$ cat src/crx_pkg.sv
// Package for the CAN receive identifier filter: beat types, codes, constants,
// controller/datapath command and status structs. No dependencies.
`timescale 1ns / 1ps
`default_nettype none
package crx_pkg;

   localparam int unsigned CRX_TABLE_DEPTH    = 16;
   localparam int unsigned CRX_MAX_DATA_BYTES = 8;

   // input kinds
   localparam logic [1:0] KIND_LOAD  = 2'd0;
   localparam logic [1:0] KIND_FIRST = 2'd1;
   localparam logic [1:0] KIND_NEXT  = 2'd2;

   // result kinds
   localparam logic [1:0] OUT_ID   = 2'd0;
   localparam logic [1:0] OUT_LEN  = 2'd1;
   localparam logic [1:0] OUT_DATA = 2'd2;

   localparam logic [4:0]  NO_MATCH_SLOT = 5'd16;
   localparam logic [31:0] EXT_FLAG      = 32'h8000_0000;
   localparam logic [7:0]  EXIDE_MASK    = 8'h08;
   localparam logic [7:0]  SIDL_EID_MASK = 8'h03;

   // register byte address
   localparam logic [1:0] CSR_TABLE_COUNT_ADDR = 2'd0;

   typedef struct packed {
      logic [1:0]  kind;
      logic [3:0]  entry_index;
      logic [31:0] entry_id;
      logic [7:0]  rx_byte;
   } req_type;

   typedef struct packed {
      logic [1:0]  out_kind;
      logic [4:0]  slot;
      logic [31:0] message_id;
      logic [2:0]  byte_pos;
      logic [7:0]  byte_value;
      logic        last;
   } rsp_type;

   typedef enum logic [2:0] {
      PH_IDLE,
      PH_SIDL,
      PH_EID8,
      PH_EID0,
      PH_LEN,
      PH_DATA
   } parse_phase_type;

   typedef enum logic [1:0] {
      SRCH_IDLE,
      SRCH_READ,
      SRCH_CMP
   } srch_state_type;

   typedef struct packed {
      logic wr_entry;    // store req entry_id in the table
      logic msg_start;   // SIDH beat: restart the message
      logic sidl_step;
      logic eid8_step;
      logic eid0_step;   // also clears the search counter
      logic rd_entry;    // read table at search counter
      logic next_entry;  // advance search counter
      logic id_done;     // load identifier beat into output register
      logic id_hit;      // with id_done: match at search counter
      logic len_step;    // length beat into output register
      logic data_step;   // data beat into output register
   } crx_cmd_type;

   typedef struct packed {
      logic srch_done;   // counter reached the active table size
      logic entry_hit;   // table read data equals assembled id
      logic len_zero;    // incoming length nibble is zero
      logic data_last;   // at most one data byte left
   } crx_sts_type;

endpackage
`default_nettype wire

$ cat src/crx_ram.sv
// Generic simple dual-port RAM: one write port, one read port, registered read.
// Standalone, no package dependency.
`timescale 1ns / 1ps
`default_nettype none
module crx_ram #(
   parameter int unsigned WIDTH = 32,
   parameter int unsigned DEPTH = 16,
   localparam int unsigned AW = (DEPTH > 1) ? $clog2(DEPTH) : 1
) (
   input  wire logic             clock,
   input  wire logic             wr_en,
   input  wire logic [AW-1:0]    wr_addr,
   input  wire logic [WIDTH-1:0] wr_data,
   input  wire logic             rd_en,
   input  wire logic [AW-1:0]    rd_addr,
   output logic      [WIDTH-1:0] rd_data
);

   logic [WIDTH-1:0] mem_ff [DEPTH];
   logic [WIDTH-1:0] rd_data_ff;

   always_ff @(posedge clock) begin
      if (wr_en) begin
         mem_ff[wr_addr] <= wr_data;
      end
      if (rd_en) begin
         rd_data_ff <= mem_ff[rd_addr];
      end
   end

   assign rd_data = rd_data_ff;

endmodule
`default_nettype wire

$ cat src/crx_dpath.sv
// Datapath: identifier assembly, table search counter, data counters and the
// result register. Uses crx_pkg and crx_ram; driven by crx_ctrl commands.
`timescale 1ns / 1ps
`default_nettype none
module crx_dpath #(
   parameter int unsigned TABLE_DEPTH = crx_pkg::CRX_TABLE_DEPTH
) (
   input  wire logic                 clock,
   input  wire logic                 reset,
   input  wire crx_pkg::req_type     req_data,
   input  wire logic [4:0]           table_count,
   input  wire crx_pkg::crx_cmd_type cmd,
   output crx_pkg::crx_sts_type      sts,
   output crx_pkg::rsp_type          rsp_data
);

   localparam int unsigned AW = (TABLE_DEPTH > 1) ? $clog2(TABLE_DEPTH) : 1;
   localparam int unsigned SW = (AW > 5) ? AW : 5;

   logic [31:0]      id_accum_ff, id_accum_in;
   logic             ext_seen_ff, ext_seen_in;
   logic [4:0]       match_slot_ff, match_slot_in;
   logic [3:0]       data_left_ff, data_left_in;
   logic [2:0]       data_pos_ff, data_pos_in;
   logic [SW-1:0]    srch_cnt_ff, srch_cnt_in;
   crx_pkg::rsp_type rsp_ff, rsp_in;

   logic [SW-1:0] srch_limit;
   logic [6:0]    entry_index_wide;
   logic          entry_in_range;
   logic [31:0]   rd_data;
   logic [7:0]    rx_byte;
   logic [3:0]    len_clamped;
   logic [4:0]    id_slot;

   assign rx_byte = req_data.rx_byte;

   // active table size: register value, limited to the depth
   always_comb begin
      if (7'(table_count) > 7'(TABLE_DEPTH)) begin
         srch_limit = SW'(TABLE_DEPTH);
      end else begin
         srch_limit = SW'(table_count);
      end
   end

   assign entry_index_wide = 7'(req_data.entry_index);
   assign entry_in_range   = entry_index_wide < 7'(TABLE_DEPTH);

   crx_ram #(
      .WIDTH (32),
      .DEPTH (TABLE_DEPTH)
   ) u_id_table (
      .clock   (clock),
      .wr_en   (cmd.wr_entry && entry_in_range),
      .wr_addr (entry_index_wide[AW-1:0]),
      .wr_data (req_data.entry_id),
      .rd_en   (cmd.rd_entry),
      .rd_addr (srch_cnt_ff[AW-1:0]),
      .rd_data (rd_data)
   );

   always_comb begin
      if (rx_byte[3:0] > 4'(crx_pkg::CRX_MAX_DATA_BYTES)) begin
         len_clamped = 4'(crx_pkg::CRX_MAX_DATA_BYTES);
      end else begin
         len_clamped = rx_byte[3:0];
      end
   end

   assign id_slot = cmd.id_hit ? srch_cnt_ff[4:0] : crx_pkg::NO_MATCH_SLOT;

   always_comb begin
      id_accum_in   = id_accum_ff;
      ext_seen_in   = ext_seen_ff;
      match_slot_in = match_slot_ff;
      data_left_in  = data_left_ff;
      data_pos_in   = data_pos_ff;
      srch_cnt_in   = srch_cnt_ff;
      rsp_in        = rsp_ff;

      if (cmd.msg_start) begin
         id_accum_in   = 32'(rx_byte);
         ext_seen_in   = 1'b0;
         match_slot_in = crx_pkg::NO_MATCH_SLOT;
         data_left_in  = '0;
         data_pos_in   = '0;
      end
      if (cmd.sidl_step) begin
         ext_seen_in = (rx_byte & crx_pkg::EXIDE_MASK) != 8'd0;
         if ((rx_byte & crx_pkg::EXIDE_MASK) != 8'd0) begin
            id_accum_in = 32'({id_accum_ff[7:0], rx_byte[7:5],
                               rx_byte[1:0] & crx_pkg::SIDL_EID_MASK[1:0]});
         end else begin
            id_accum_in = 32'({id_accum_ff[7:0], rx_byte[7:5]});
         end
      end
      if (cmd.eid8_step && ext_seen_ff) begin
         id_accum_in = {id_accum_ff[23:0], rx_byte};
      end
      if (cmd.eid0_step) begin
         srch_cnt_in = '0;
         if (ext_seen_ff) begin
            id_accum_in = {id_accum_ff[23:0], rx_byte} | crx_pkg::EXT_FLAG;
         end
      end
      if (cmd.next_entry) begin
         srch_cnt_in = srch_cnt_ff + SW'(1);
      end
      if (cmd.id_done) begin
         match_slot_in     = id_slot;
         rsp_in.out_kind   = crx_pkg::OUT_ID;
         rsp_in.slot       = id_slot;
         rsp_in.message_id = id_accum_ff;
         rsp_in.byte_pos   = '0;
         rsp_in.byte_value = '0;
         rsp_in.last       = !cmd.id_hit;
      end
      if (cmd.len_step) begin
         data_left_in      = len_clamped;
         data_pos_in       = '0;
         rsp_in.out_kind   = crx_pkg::OUT_LEN;
         rsp_in.slot       = match_slot_ff;
         rsp_in.message_id = id_accum_ff;
         rsp_in.byte_pos   = '0;
         rsp_in.byte_value = rx_byte;
         rsp_in.last       = len_clamped == 4'd0;
      end
      if (cmd.data_step) begin
         data_pos_in       = data_pos_ff + 3'd1;
         if (data_left_ff != 4'd0) begin
            data_left_in = data_left_ff - 4'd1;
         end
         rsp_in.out_kind   = crx_pkg::OUT_DATA;
         rsp_in.slot       = match_slot_ff;
         rsp_in.message_id = id_accum_ff;
         rsp_in.byte_pos   = data_pos_ff;
         rsp_in.byte_value = rx_byte;
         rsp_in.last       = data_left_ff <= 4'd1;
      end
   end

   always_ff @(posedge clock) begin
      if (reset) begin
         id_accum_ff   <= '0;
         ext_seen_ff   <= 1'b0;
         match_slot_ff <= crx_pkg::NO_MATCH_SLOT;
         data_left_ff  <= '0;
         data_pos_ff   <= '0;
         srch_cnt_ff   <= '0;
      end else begin
         id_accum_ff   <= id_accum_in;
         ext_seen_ff   <= ext_seen_in;
         match_slot_ff <= match_slot_in;
         data_left_ff  <= data_left_in;
         data_pos_ff   <= data_pos_in;
         srch_cnt_ff   <= srch_cnt_in;
      end
   end

   always_ff @(posedge clock) begin
      rsp_ff <= rsp_in;
   end

   assign sts.srch_done = srch_cnt_ff == srch_limit;
   assign sts.entry_hit = rd_data == id_accum_ff;
   assign sts.len_zero  = len_clamped == 4'd0;
   assign sts.data_last = data_left_ff <= 4'd1;

   assign rsp_data = rsp_ff;

endmodule
`default_nettype wire

$ cat src/crx_ctrl.sv
// Controller: input handshake, parse phase, table search sequencing and the
// result valid flag. Uses crx_pkg; drives crx_dpath through commands.
`timescale 1ns / 1ps
`default_nettype none
module crx_ctrl (
   input  wire logic                 clock,
   input  wire logic                 reset,
   input  wire logic                 req_valid,
   input  wire logic [1:0]           req_kind,
   output logic                      req_stall,
   output logic                      rsp_valid,
   input  wire logic                 rsp_stall,
   input  wire crx_pkg::crx_sts_type sts,
   output crx_pkg::crx_cmd_type      cmd
);

   crx_pkg::parse_phase_type phase_ff, phase_in;
   crx_pkg::srch_state_type  srch_ff, srch_in;
   logic                     rsp_valid_ff, rsp_valid_in;
   logic                     req_accept;
   logic                     rsp_take;

   // busy while searching, or while a held result is not being drained
   assign req_stall  = (srch_ff != crx_pkg::SRCH_IDLE) || (rsp_valid_ff && rsp_stall);
   assign req_accept = req_valid && !req_stall;
   assign rsp_take   = rsp_valid_ff && !rsp_stall;

   // next state
   always_comb begin
      phase_in     = phase_ff;
      srch_in      = srch_ff;
      rsp_valid_in = rsp_valid_ff && !rsp_take;

      case (srch_ff)
         crx_pkg::SRCH_IDLE: begin
            if (req_accept) begin
               case (req_kind)
                  crx_pkg::KIND_FIRST: begin
                     phase_in = crx_pkg::PH_SIDL;
                  end
                  crx_pkg::KIND_NEXT: begin
                     case (phase_ff)
                        crx_pkg::PH_SIDL: phase_in = crx_pkg::PH_EID8;
                        crx_pkg::PH_EID8: phase_in = crx_pkg::PH_EID0;
                        crx_pkg::PH_EID0: srch_in  = crx_pkg::SRCH_READ;
                        crx_pkg::PH_LEN: begin
                           rsp_valid_in = 1'b1;
                           phase_in = sts.len_zero ? crx_pkg::PH_IDLE : crx_pkg::PH_DATA;
                        end
                        crx_pkg::PH_DATA: begin
                           rsp_valid_in = 1'b1;
                           if (sts.data_last) begin
                              phase_in = crx_pkg::PH_IDLE;
                           end
                        end
                        default: phase_in = phase_ff;
                     endcase
                  end
                  default: phase_in = phase_ff;
               endcase
            end
         end
         crx_pkg::SRCH_READ: begin
            if (sts.srch_done) begin
               srch_in      = crx_pkg::SRCH_IDLE;
               phase_in     = crx_pkg::PH_IDLE;
               rsp_valid_in = 1'b1;
            end else begin
               srch_in = crx_pkg::SRCH_CMP;
            end
         end
         crx_pkg::SRCH_CMP: begin
            if (sts.entry_hit) begin
               srch_in      = crx_pkg::SRCH_IDLE;
               phase_in     = crx_pkg::PH_LEN;
               rsp_valid_in = 1'b1;
            end else begin
               srch_in = crx_pkg::SRCH_READ;
            end
         end
         default: srch_in = crx_pkg::SRCH_IDLE;
      endcase
   end

   // commands
   always_comb begin
      cmd = '0;
      case (srch_ff)
         crx_pkg::SRCH_IDLE: begin
            if (req_accept) begin
               case (req_kind)
                  crx_pkg::KIND_LOAD:  cmd.wr_entry  = 1'b1;
                  crx_pkg::KIND_FIRST: cmd.msg_start = 1'b1;
                  crx_pkg::KIND_NEXT: begin
                     case (phase_ff)
                        crx_pkg::PH_SIDL: cmd.sidl_step = 1'b1;
                        crx_pkg::PH_EID8: cmd.eid8_step = 1'b1;
                        crx_pkg::PH_EID0: cmd.eid0_step = 1'b1;
                        crx_pkg::PH_LEN:  cmd.len_step  = 1'b1;
                        crx_pkg::PH_DATA: cmd.data_step = 1'b1;
                        default:          cmd = '0;
                     endcase
                  end
                  default: cmd = '0;
               endcase
            end
         end
         crx_pkg::SRCH_READ: begin
            if (sts.srch_done) begin
               cmd.id_done = 1'b1;
            end else begin
               cmd.rd_entry = 1'b1;
            end
         end
         crx_pkg::SRCH_CMP: begin
            if (sts.entry_hit) begin
               cmd.id_done = 1'b1;
               cmd.id_hit  = 1'b1;
            end else begin
               cmd.next_entry = 1'b1;
            end
         end
         default: cmd = '0;
      endcase
   end

   always_ff @(posedge clock) begin
      if (reset) begin
         phase_ff     <= crx_pkg::PH_IDLE;
         srch_ff      <= crx_pkg::SRCH_IDLE;
         rsp_valid_ff <= 1'b0;
      end else begin
         phase_ff     <= phase_in;
         srch_ff      <= srch_in;
         rsp_valid_ff <= rsp_valid_in;
      end
   end

   assign rsp_valid = rsp_valid_ff;

endmodule
`default_nettype wire

$ cat src/can_rx_id_match_parser.sv
// CAN receive identifier filter, top level: APB register, controller and
// datapath. Uses crx_pkg, crx_ctrl, crx_dpath (which holds crx_ram).
// Usage
//   req channel (req_valid/req_stall/req_data): one beat per buffer byte or
//   table load. kind LOAD writes entry_id into slot entry_index (ignored past
//   the table depth); kind FIRST carries SIDH and restarts the parser; kind
//   NEXT carries SIDL, EID8, EID0, length, then data bytes.
//   rsp channel (rsp_valid/rsp_stall/rsp_data): identifier result after
//   EID0 (slot 16 = no match, last set), then on a match the length beat and
//   one beat per data byte, the final one with last set.
//   APB: table_count at address 0 (active table entries); write only when idle.
// Sequencing
//   Loads, SIDH, SIDL and EID8 give no beat. Length and data beats appear
//   in the cycle after acceptance. The EID0 beat starts a search over the
//   table RAM that steps through the entries in order, a read and then a
//   compare for each, and stops at the first hit or after the last active
//   entry. No beat is taken during a search.
//   A finished result sits in an output register; a new beat is still taken
//   unless that register is full and rsp_stall is high.
// Reset: parser idle, table_count cleared; table contents undefined until loaded.
`timescale 1ns / 1ps
`default_nettype none
module can_rx_id_match_parser #(
   parameter int unsigned TABLE_DEPTH = crx_pkg::CRX_TABLE_DEPTH
) (
   input  wire logic             clock,
   input  wire logic             reset,
   // input beats
   input  wire logic             req_valid,
   output logic                  req_stall,
   input  wire crx_pkg::req_type req_data,
   // result beats
   output logic                  rsp_valid,
   input  wire logic             rsp_stall,
   output crx_pkg::rsp_type      rsp_data,
   // APB register port
   input  wire logic             psel,
   input  wire logic             penable,
   input  wire logic             pwrite,
   input  wire logic [1:0]       paddr,
   input  wire logic [31:0]      pwdata,
   output logic [31:0]           prdata,
   output logic                  pready
);

   logic [4:0]           table_count_ff, table_count_in;
   logic                 csr_write;
   crx_pkg::crx_cmd_type cmd;
   crx_pkg::crx_sts_type sts;

   // register port: zero wait states
   assign pready    = 1'b1;
   assign csr_write = psel && penable && pwrite && pready
                      && (paddr == crx_pkg::CSR_TABLE_COUNT_ADDR);

   assign table_count_in = csr_write ? pwdata[4:0] : table_count_ff;

   always_ff @(posedge clock) begin
      if (reset) begin
         table_count_ff <= '0;
      end else begin
         table_count_ff <= table_count_in;
      end
   end

   assign prdata = (paddr == crx_pkg::CSR_TABLE_COUNT_ADDR) ? 32'(table_count_ff) : 32'd0;

   // sequencing: handshakes, parse phase, search steps
   crx_ctrl u_ctrl (
      .clock     (clock),
      .reset     (reset),
      .req_valid (req_valid),
      .req_kind  (req_data.kind),
      .req_stall (req_stall),
      .rsp_valid (rsp_valid),
      .rsp_stall (rsp_stall),
      .sts       (sts),
      .cmd       (cmd)
   );

   // identifier assembly, table RAM and result register
   crx_dpath #(
      .TABLE_DEPTH (TABLE_DEPTH)
   ) u_dpath (
      .clock       (clock),
      .reset       (reset),
      .req_data    (req_data),
      .table_count (table_count_ff),
      .cmd         (cmd),
      .sts         (sts),
      .rsp_data    (rsp_data)
   );

endmodule
`default_nettype wire

$ cat config.mk
export PLATFORM = sky130hd
export DESIGN_NAME = can_rx_id_match_parser
export DESIGN_NICKNAME = d
export VERILOG_FILES = /design/src/crx_pkg.sv /design/src/crx_ram.sv /design/src/crx_dpath.sv /design/src/crx_ctrl.sv /design/src/can_rx_id_match_parser.sv
export SDC_FILE = /design/constraint.sdc
export NUM_CORES = 1
export LEC_CHECK = 0
export CORE_MARGIN = 5
export CORE_UTILIZATION = 25
export DETAILED_ROUTE_END_ITERATION = 10
export DONT_BUFFER_PORTS = 1
export SLEW_MARGIN = 10
export SYNTH_ARGS = -nofsm -noshare
export SYNTH_HDL_FRONTEND = slang
export SYNTH_HIERARCHICAL = 1
export SYNTH_SLANG_ARGS = --single-unit
$ cat constraint.sdc
create_clock -name clock -period 3.9 [get_ports clock]
set_input_delay 0.195 -clock clock [delete_from_list [all_inputs] [get_ports clock]]
set_output_delay 0.195 -clock clock [all_outputs]
set_load 0.02 [all_outputs]
---- Word level (Yosys, flattened, before mapping) ----
Memories as Yosys holds them, arrays and structs flattened. A register that Yosys moved wholly into a read port is not among the register bits.
Cells that the tools add are included.
word-level totals
  register bits after elaboration ......... 112
  bits in writable memories ............... 512
  input bits .............................. 87
  memories ................................ 1
cells by class
  $add $sub $neg .......................... 3
  $lt $le $gt $ge ......................... 4
  equality and inequality tests ........... 19
  mux-type cells .......................... 67
  reduce and logical (&&, ||, !) cells .... 30
memories
  name                       depth  width  rd ports  clocked after memory_dff  wr ports  line           RTL
  u_dpath.u_id_table.mem_ff  16     32     1         1                         1         crx_ram.sv:19  logic [WIDTH-1:0] mem_ff [DEPTH];
operators by type and width
  kind                                           count
  2-to-1 mux 32 bit                              5
  2-to-1 mux 51 bit                              2
  2-to-1 mux 49 bit                              1
  2-to-1 mux 5 bit                               8
  == test 32 bit                                 1
  2-to-1 mux 3 bit                               8
  2-to-1 mux 1 bit                               20
  2-to-1 mux 4 bit                               5
  2-to-1 mux 13 bit                              1
  2-to-1 mux 2 bit                               6
  one-hot mux 3 bit (4 select lines)             1
  2-to-1 mux 11 bit                              1
  nonzero test 2 bit                             5
  logical AND 1 bit                              9
  2-to-1 mux 9 bit                               1
  one-hot mux 3 bit (3 select lines)             1
  nonzero test 3 bit                             3
  != test 2 bit, second input constant           4
  AND reduction 7 bit                            1
  == test 3 x 2 -> 1 bit, second input constant  2
  == test 3 bit, second input constant           2
  logical NOT 2 bit                              3
  != test 6 bit, second input constant           1
  one-hot mux 1 bit (2 select lines)             3
  other kinds (23)                               29

---- Depth between registers and ports, before layout ----
  word-level depth ........................ 11
  depth in mapped cells ................... 10
  depth with buffers taken out ............ 10

---- Modules after synthesis ----
The synthesis kept the hierarchy.
by module, submodules not included
  module                  times used  cells each  area each (µm²)  seq. area each (µm²)
  crx_ram                 1           838         20155.6          16335.7
  crx_dpath               1           423         4461.8           2512.4
  crx_ctrl                1           80          568.0            120.1
  can_rx_id_match_parser  1           58          494.2            100.1

---- Worst setup path after synthesis ----
OpenSTA, ideal clock, no wires.
  path kind ............................... flip-flop to flip-flop
  start point ............................. register u_ctrl.srch_ff[0]
  end point ............................... memory u_dpath.u_id_table.mem_ff[0][0], enable pin
  library setup time ...................... 0.461 ns
  data arrival time ....................... 3.761 ns
  slack ................................... -0.323 ns
  cell stages (with the launch flop) ...... 7
  path buffers ............................ 0
  path through ............................ dfxtp_1 inv_1 ha_1 nand3_1 nor3_1 or3b_2 nor3_1
RTL lines
  element                 line             RTL
  from (decl)             crx_ctrl.sv:18   crx_pkg::srch_state_type srch_ff, srch_in;
  from (signal assigned)  crx_ctrl.sv:130  srch_ff <= crx_pkg::SRCH_IDLE;
  from (signal assigned)  crx_ctrl.sv:134  srch_ff <= srch_in;
  to (decl)               crx_ram.sv:19

==> reports/results.txt <==
outcome: finished, final reports clean
Top Ports: 173
FFs w/ async S/R, synth: 0%
vias per inst: 4.51
Mapped Cells: 1,399
maxcap violations: 0
via count: 13,200
pin count of the biggest net entering global routing: 129
H-tree Lvls: 3
Final Hold Vio Count: 0
Core Rows: 117
first-pass GRT wire length: 89,600 um
crit path launch type: register
Slew Limit Fails: 0
DP HPWL: 35,100 um
DIE AREA: 0.109 mm^2
top post-synthesis cells by area: edfxtp_1, mux4_2, dfxtp_1, a22oi_1, xor2_1
CTS Sinks: 656
Routed WL per cell: 20.9 um
synth warn: 6
Max Fclk: 0.280 GHz
Leak Pwr: 9.31 nW
Initial Utilization: 25.2%
gpl congestion: 0.806
Slew @ Worst Pin: 0.889 ns
synthesis-to-finish area growth: 18.0%
Final setup viols: 0
commonest non-fill, non-tap cell in the layout: edfxtp_1
Critical Path AT: 3.86 ns
Total Wirelength: 60,800 um
Reg2Reg Launch Point: u_ctrl/srch_ff[1]$_SDFFE_PP0P_
P per Cell Area: 475 mW/mm^2
internal power: 11.4 mW
Seq cells post-synth: 656
largest area contributor in the netlist: edfxtp_1
vias in the first global route: 13,200
layout cells sized above 1: 19.5%
setup_tns: 0 ns
GRT overflow: 0
Die X: 330 um
placed cell areas: 0.0274 mm^2
peak supply drop: 0.291 mV
slowest library cell on the worst path: or3b_2
DRC: 0
Switching Share: 21.0%
CTS Buf Count: 71
slowest stage delay, CP: 0.65 ns
core area: 0.102 mm^2
CTS tree: done
crit-path cells: inv_1 > ha_1 > nand3_1 > nor3_1 > or3b_2 > nor3_4 > dlygate4sd3_1 > buf_12
clock network power share: 44.8%
Post-synth EDFFs: 593
dominant register cell in the synthesized netlist: edfxtp_1
initial antenna violation count: 8
WP data required: 4.19 ns
post-synth top area share: 69.3%
clock tree root driver cell: clkbuf_16
ANT nets after route: 0
GR Util All Layers: 11.0%
Layout Cell Area excl Fill: 0.0303 mm^2
NumNets Final: 1,586
post-synthesis sequential area ratio: 74.3%
RSZ-0062 raised after global routing: no
CP max FO: 32
Comb power frac: 1.8%
Layout Skew: 0.0350 ns
min cycle time layout: 3.57 ns
CTS max path bufs: 3
final non-filler cell total: 2,916
Avg Cell Area, Syn: 18.4 um^2
Inst Count DP: 2,721
Hold WS: 0.0642 ns
Worst Hold Class: input port to register
Hold Startpoint: req_valid
max_slew headroom: 40.6%
Flop pwr share: 53.4%
sw power: 3.02 mW
Worst-path clk slew: 0.06 ns
DRT Pass-1 Iters: 5
Critical path origin: u_ctrl/srch_ff[1]$_SDFFE_PP0P_
post-route clock period utilization: 91.6%
drt initial violations: 1,186
die height: 330 um
most frequent cells in the layout: edfxtp_1, mux4_2, nand2_1
Port Buffers: 0
synthesized area: 0.0257 mm^2
Worst-Skew Late Latency: 0.63 ns
Cell variety after synth: 62
critical path endpoint category: register
worst setup path class: register to register
==> repair_timing <==
| item | 4_1_cts | 5_1_grt |
|---|---|---|
| resized for setup | 0 | 0 |
| hold buffers | 64 | 0 |
| hold endpoints to repair | 613 | 0 |
| buffers inserted | 0 | 0 |
==> power by group through the flow <==
stage	clock (mW)	combinational [mW]	sequential (mW)
floorplan	0	0.123	7.83
global placement	0	0.119	7.84
detailed placement	0	0.122	7.84
CTS	6.63	0.261	7.69
global route	6.93	0.283	7.69
finish	6.45	0.260	7.69
==> stage by stage <==
stage               setup WS, ns  total power [mW]  utilization (%)
floorplan                0.00371              7.96                -
global placement           0.540              7.96             26.9
detailed placement         0.546              7.96             26.9
CTS                        0.395              14.6             29.7
global route               0.193              14.9             29.7
finish                     0.327              14.4             29.7
==> kinds of logic after synthesis <==
group	after synthesis	synth area share, %
multiplexers	151	12.1
XOR/XNOR	35	1.19
other	2	0.0292
buffers and inverters	121	2.51
AND/OR/NAND/NOR	261	5.00
adder cells (fa/ha/maj)	9	0.439
AO/OA/AOI/OAI	164	4.43
flip-flops	656	74.3
==> layout make-up <==
cell class,instances,area [um^2]
multi-input combinational,648,6220
fill,9942,71600
tap,1368,1710
antenna,2,5.00
inverter,19,71.3
clock buffer,86,1830
timing repair buffer,94,958
sequential,656,19100
clock inverter,43,432
==> flip-flops by register name, indices dropped and copies added, names as in the netlist <==
| name | count |
|---|---|
| u_dpath/id_accum_ff | 32 |
| table_count_ff | 5 |
| u_dpath/rsp_data | 51 |
| u_dpath/match_slot_ff | 5 |
| u_ctrl/phase_ff | 3 |
| u_dpath/srch_cnt_ff | 5 |
| u_ctrl/rsp_valid | 1 |
| u_dpath/ext_seen_ff | 1 |
| u_dpath/data_left_ff | 4 |
| u_dpath/u_id_table/mem_ff | 512 |
| u_dpath/data_pos_ff | 3 |
| u_dpath/u_id_table/rd_data | 32 |
| u_ctrl/srch_ff | 2 |
==> cells in the mapped netlist, drive strengths merged, types with 2 or more instances <==
cell	number
edfxtp	593
mux4	128
nand2	77
buf	70
a22oi	68
dfxtp	63
nor2	56
a21oi	42
xor2	34
clkbuf	32
nand3	29
mux2i	20
nor3	20
inv	19
and2	15
nand2b	15
o21ai	14
nor2b	11
ha	9
nor4	9
a31oi	7
and3	7
nand3b	7
a211oi	5
o22ai	5
a221oi	4
a21o	3
a311oi	3
mux2	3
nand4	3
o31ai	3
or4	3
a41oi	2
conb	2
nor3b	2
nor4b	2
or2	2
==> layer usage <==
metal  track usage (%)  wire (um)  vias to the layer above
met2              17.6      29100                      453
met5                 0          0                        -
met4              2.47       1050                        0
met1              15.0      26300                     6898
met3              2.97       4400                       80
li1                  -          -                     5732
==> worst paths after layout <==
| path | to | depth (start not counted) | slack [ns] |
|---|---|---|---|
| worst min-delay path | u_ctrl/phase_ff[0]$_SDFFE_PP0P_ | 4 | 0.06 |
| worst max register to register | u_dpath/u_id_table/mem_ff[0][17]$_DFFE_PP_ | 8 | 0.33 |
| worst max-delay path | u_dpath/u_id_table/mem_ff[0][17]$_DFFE_PP_ | 8 | 0.33 |
| worst min register to register | u_dpath/rsp_data[39]$_DFFE_PP_ | 0 | 0.46 |
==> critical path, delay by kind of cell (launching register included) <==
kind                       cells  cell delay [ns]
adders and majority gates      1             0.29
buffers and inverters          3             0.99
DFF                            1             0.34
and+or+nand+nor                4             1.59
Note: power is estimated with default switching activity, not from simulation.
